[config.mk]
export PLATFORM = sky130hd
export DESIGN_NAME = cse_ctrl
export DESIGN_NICKNAME = d
export VERILOG_FILES = /design/src/rtl/cse_pkg.sv /design/src/rtl/cse_ctrl.sv
export SDC_FILE = /design/constraint.sdc
export NUM_CORES = 1
export LEC_CHECK = 0
export ABC_AREA = 1
export BUFFER_PORTS_ARGS = -buffer_cell sky130_fd_sc_hd__buf_2
export CORE_MARGIN = 1
export CORE_UTILIZATION = 30
export CTS_CLUSTER_DIAMETER = 150
export CTS_CLUSTER_SIZE = 30
export DETAILED_ROUTE_END_ITERATION = 12
export PLACE_DENSITY_LB_ADDON = 0.12
export SETUP_SLACK_MARGIN = 0.02
export SLEW_MARGIN = 20
export SYNTH_ARGS = -nofsm -noshare
export SYNTH_HDL_FRONTEND = slang
export SYNTH_SLANG_ARGS = --single-unit
[constraint.sdc]
create_clock -name clk_i -period 2 [get_ports clk_i]
set_input_delay 0.2 -clock clk_i [delete_from_list [all_inputs] [get_ports clk_i]]
set_output_delay 0.2 -clock clk_i [all_outputs]
set_load 0.02 [all_outputs]
[src/rtl/cse_pkg.sv]
// Shared types and constants of the cosine similarity engine.
`default_nettype none
package cse_pkg;
  localparam int unsigned MaxLen = 1024;
  localparam int unsigned CntW = $clog2(MaxLen + 1);
  localparam int unsigned DotW = 42;
  localparam int unsigned NrmW = 41;
  localparam int unsigned ProdW = 2 * NrmW;
  localparam int unsigned RootW = NrmW;
  localparam int unsigned NumW = DotW + 14;
  localparam int unsigned RootStepW = $clog2(RootW);
  localparam int unsigned DivStepW = $clog2(NumW);
  localparam logic [15:0] QOne = 16'd16384;

  typedef struct packed {
    logic signed [15:0] elem_a;
    logic signed [15:0] elem_b;
    logic               last;
  } in_beat_t;

  typedef struct packed {
    logic signed [15:0] similarity;
    logic               identical;
    logic               zero_norm;
    logic               overflow;
  } out_beat_t;

  // Commands from the controller to the datapath.
  typedef struct packed {
    logic acc_en;
    logic latch;
    logic mul_en;
    logic root_init;
    logic root_step;
    logic div_init;
    logic div_step;
    logic fin;
  } cmd_t;

  // Status from the datapath to the controller.
  typedef struct packed {
    logic mode_match;
    logic zero_norm;
  } stat_t;
endpackage
`default_nettype wire

[src/rtl/cse_ctrl.sv]
// Sequencer of the engine: accumulate, multiply, root, divide, deliver.
`default_nettype none
module cse_ctrl (
  input  wire logic              clk_i,
  input  wire logic              rst_ni,
  input  wire logic              in_valid,
  output logic                   in_stall,
  output logic                   out_valid,
  input  wire logic              out_stall,
  input  wire logic              in_last_i,
  input  wire cse_pkg::stat_t    stat_i,
  output cse_pkg::cmd_t          cmd_o
);
  typedef enum logic [2:0] {
    SAcc, SMul, SSum, SRoot, SDivI, SDiv, SFin, SOut
  } state_e;

  state_e state_q;
  logic [cse_pkg::RootStepW-1:0] rb_q;
  logic [cse_pkg::DivStepW-1:0] dc_q;
  logic acc;

  assign in_stall = state_q != SAcc;
  assign acc = in_valid && state_q == SAcc;
  assign out_valid = state_q == SOut;

  always_comb begin
    cmd_o = '0;
    cmd_o.acc_en = acc;
    cmd_o.latch = acc && in_last_i;
    cmd_o.mul_en = state_q == SMul;
    cmd_o.root_init = state_q == SSum;
    cmd_o.root_step = state_q == SRoot;
    cmd_o.div_init = state_q == SDivI;
    cmd_o.div_step = state_q == SDiv;
    cmd_o.fin = state_q == SFin;
  end

  always_ff @(posedge clk_i or negedge rst_ni) begin
    if (!rst_ni) begin
      state_q <= SAcc; rb_q <= '0; dc_q <= '0;
    end else begin
      unique case (state_q)
        SAcc: if (acc && in_last_i) state_q <= SMul;
        SMul: state_q <= stat_i.mode_match ? SDivI : SSum;
        SSum: begin
          if (stat_i.zero_norm) state_q <= SFin;
          else begin
            state_q <= SRoot;
            rb_q <= cse_pkg::RootStepW'(cse_pkg::RootW - 1);
          end
        end
        SRoot: begin
          if (rb_q == '0) state_q <= SDivI;
          else rb_q <= rb_q - 1'b1;
        end
        SDivI: begin
          state_q <= SDiv;
          dc_q <= cse_pkg::DivStepW'(cse_pkg::NumW - 1);
        end
        SDiv: begin
          if (dc_q == '0) state_q <= SFin;
          else dc_q <= dc_q - 1'b1;
        end
        SFin: state_q <= SOut;
        SOut: if (!out_stall) state_q <= SAcc;
        default: state_q <= SAcc;
      endcase
    end
  end
endmodule
`default_nettype wire
==> results.md <==
* Mapped cell area at 977.2 um2
* Remaining global-route overflow at 0
* Initial antenna violation count at 0
* Final Cycle Share at 83.01%
* Dpl hpwl at 1665 um
* Max Clk Rate at 602.3 MHz
* Synthesis Warnings at 0
* Max-cap violations at 0
* Max Root-Sink Buffers at 2
* Outcome: complete, no violations
* CTS tree: yes
* Routed WL at 2169 um
* Final TNS setup at 0 ns
* Detailed Route Iter0 Violations at 22
* TritonCTS Sinks at 15
* Worst path buffer plus inverter count at 1
* Die area at 3489 um2
* Nets@finish at 170
* Clock H-tree levels at 1
* Tmin final at 1.660 ns
* Port Buf Inserts at 16
* DR vias at 927
* Hold WC Path Type: in -> reg
* Seq pwr share at 33.8%
* Worst slew pin tran at 0.3921 ns
* Number of global-route vias before repair at 807
* Critical path arrival at 1.46 ns
* Post-CTS Resized at 0
* Cell variety after synth at 18
* Die W at 59.07 um
* Slew margin rel. at 73.80%
* Startpoint types: flop
* CP peak stage delay at 0.48 ns
* Total power draw at 0.001668 W
* Vias per cell at 4.589
* Worst-case clock skew at 0.002479 ns
* First-pass GRT wire length at 3594 um
* Final setup vio count at 0
* Clock Latency Late Sink at 0.28 ns
* DRC violation count after routing at 0
* Peak VDD IR at 0.5683 mV
* Detailed Routing Iterations Pass 1 at 4
* Die Ht at 59.07 um
* Crit-path slowest cell: dfrtp_1
* Crit-path cells: nor2_1 -> nand2_1 -> nor3_1 -> buf_2
* Switch share at 51.09%
* Clock Power Share at 10.6%
* # IOs at 17
* Post-CTS Setup Inserts at 0
* RSZ-0062 raised after global routing: no
* Area taken by flip-flops and latches at 375.4 um2
* Final hold violation count at 0
* Comb power frac at 55.6%
* Leakage at 0.6470 nW
* Area grow syn2layout at 16.77%
* Seq/Total Area, Yosys at 38.41%
* Critical path's top delay family: simple AND/OR/NAND/NOR gates
* Post-synthesis instance total at 138
* Total clock buffers created by CTS at 3
* Fin. max-slew vios at 0
* Core ar. at 3078 um2
* Clock Tree Root: clkbuf_4
* CP Class: reg -> out
* Multi-input logic area at 511.7 um2
* Psw at 0.0008522 W
* CP Max Fanout at 6
* CP startpoint: state_q[1]
* Highest-count cells in the layout ignoring fill and taps: 29 x nand2_1, 20 x nor2_1, 18 x nand3_1
* Synthesis-stage register bit count at 15
* Critical Path Sink Type: output pin
* Hold-fix buffers at CTS at 1
* Largest net degree at the start of global routing at 16
* PwrDens at 1462 nW/um2
* WL per Instance at 10.74 um
* Most common cell after layout, fill and taps aside: nand2_1
* Number of antenna-violating nets in the routed design at 0
* All-Layer GR Usage at 13.81%
* Avg Inst Size Synth at 7.081 um2
* Power Internal at 0.0008157 W
* Crit Reg-Reg Startpoint: state_q[1]
* Fillers at 336
* # diodes at 0
* Starting density of the core at 31.75%
* HP Start: stat_i[0]
* # rows at 20
* Post-synth net total at 149
* Share of layout cells above drive strength 1 at 21.52%
* Clock slew at reported path FFs at 0.09 ns
* Worst Path Required at 1.80 ns
* Placer Congestion at 0.7508
==> per-layer routing <==
layer | vias to the layer above | GRT usage, % | share of wire, % | routed length (um)
met1 | 430 | 18.53 | 50 | 1081
met5 | - | 0 | 0 | 0
li1 | 478 | - | - | -
met4 | 0 | 5.102 | 0.83 | 18
met2 | 17 | 22.08 | 46 | 1006
met3 | 2 | 2.620 | 2.9 | 63
==> layout make-up <==
type | instances | area share (%)
clock buffer | 4 | 2.303
inverter | 22 | 7.237
multi-input combinational | 100 | 44.85
sequential | 15 | 32.89
tap | 44 | 4.825
timing repair buffer | 17 | 7.895
==> power groups by stage <==
stage / clock, W / sequential (W) / combinational (W)
finish: 0.000177 / 0.000564 / 0.000927
global route: 0.000198 / 0.000583 / 0.00106
CTS: 0.000182 / 0.000562 / 0.000940
detailed placement: 0 / 0.000567 / 0.000935
global placement: 0 / 0.000562 / 0.000929
floorplan: 0 / 0.000534 / 0.000727
==> final timing paths <==
kind                         endpoint  slack (ns)  cells past startpoint
min                           rb_q[5]        0.28                      4
max reg2reg                state_q[1]        0.62                      6
max in group asynchronous     rb_q[5]        1.40                      2
min reg2reg                   dc_q[0]        0.48                      1
max                          cmd_o[6]        0.34                      4
min in group asynchronous  state_q[2]        0.35                      2
==> registers in the layout, indices dropped and copies added (netlist names) <==
| register | count |
|---|---|
| dc_q | 6 |
| state_q | 3 |
| rb_q | 6 |
==> metrics by stage <==
step                worst slack [ns]  utilization (%)  std cells  hold slack [ns]  cell area (um2)
global route                  0.2023            37.07        202           0.3412             1141
global placement              0.6342            35.89        197           0.1364             1105
floorplan                     0.4884                -        138         -0.09559            977.2
finish                        0.3398            37.07        202           0.2797             1141
detailed placement            0.6210            35.89        197           0.1322             1105
CTS                           0.3098            37.07        202           0.2829             1141
==> synthesized netlist by cell type <==
library cell	count	share of area (%)
buf_4	1	0.77
or2_2	1	0.64
ha_1	4	5.1
nand2_2	7	4.5
inv_2	5	1.9
dfrtp_1	15	38
nand3_1	18	9.2
o211ai_1	2	1.5
xor2_1	3	2.7
a21oi_1	5	2.6
nand2_1	29	11
nor2_4	2	2.3
o21ai_0	5	2.6
nor3_1	2	1.0
nor2_1	20	7.7
o22ai_1	1	0.64
nor3b_1	1	0.77
inv_1	17	6.5
==> cell families after synthesis <==
family,Yosys count,share of synthesized area [%]
AOI/OAI and AO/OA,13,7.297
xor gates and xnor gates,3,2.689
adders and majority gates,4,5.122
buffers and inverters,23,9.219
DFF,15,38.41
and+or+nand+nor,80,37.26
==> worst register-to-register path: stages (launching register included) <==
cell	delay (ns)
dfrtp_1	0.48
nor2_1	0.23
nand2_1	0.13
a21oi_1	0.23
nor2_1	0.07
nand3_1	0.09
nand2_1	0.05
Note: power is estimated with default switching activity, not from simulation.
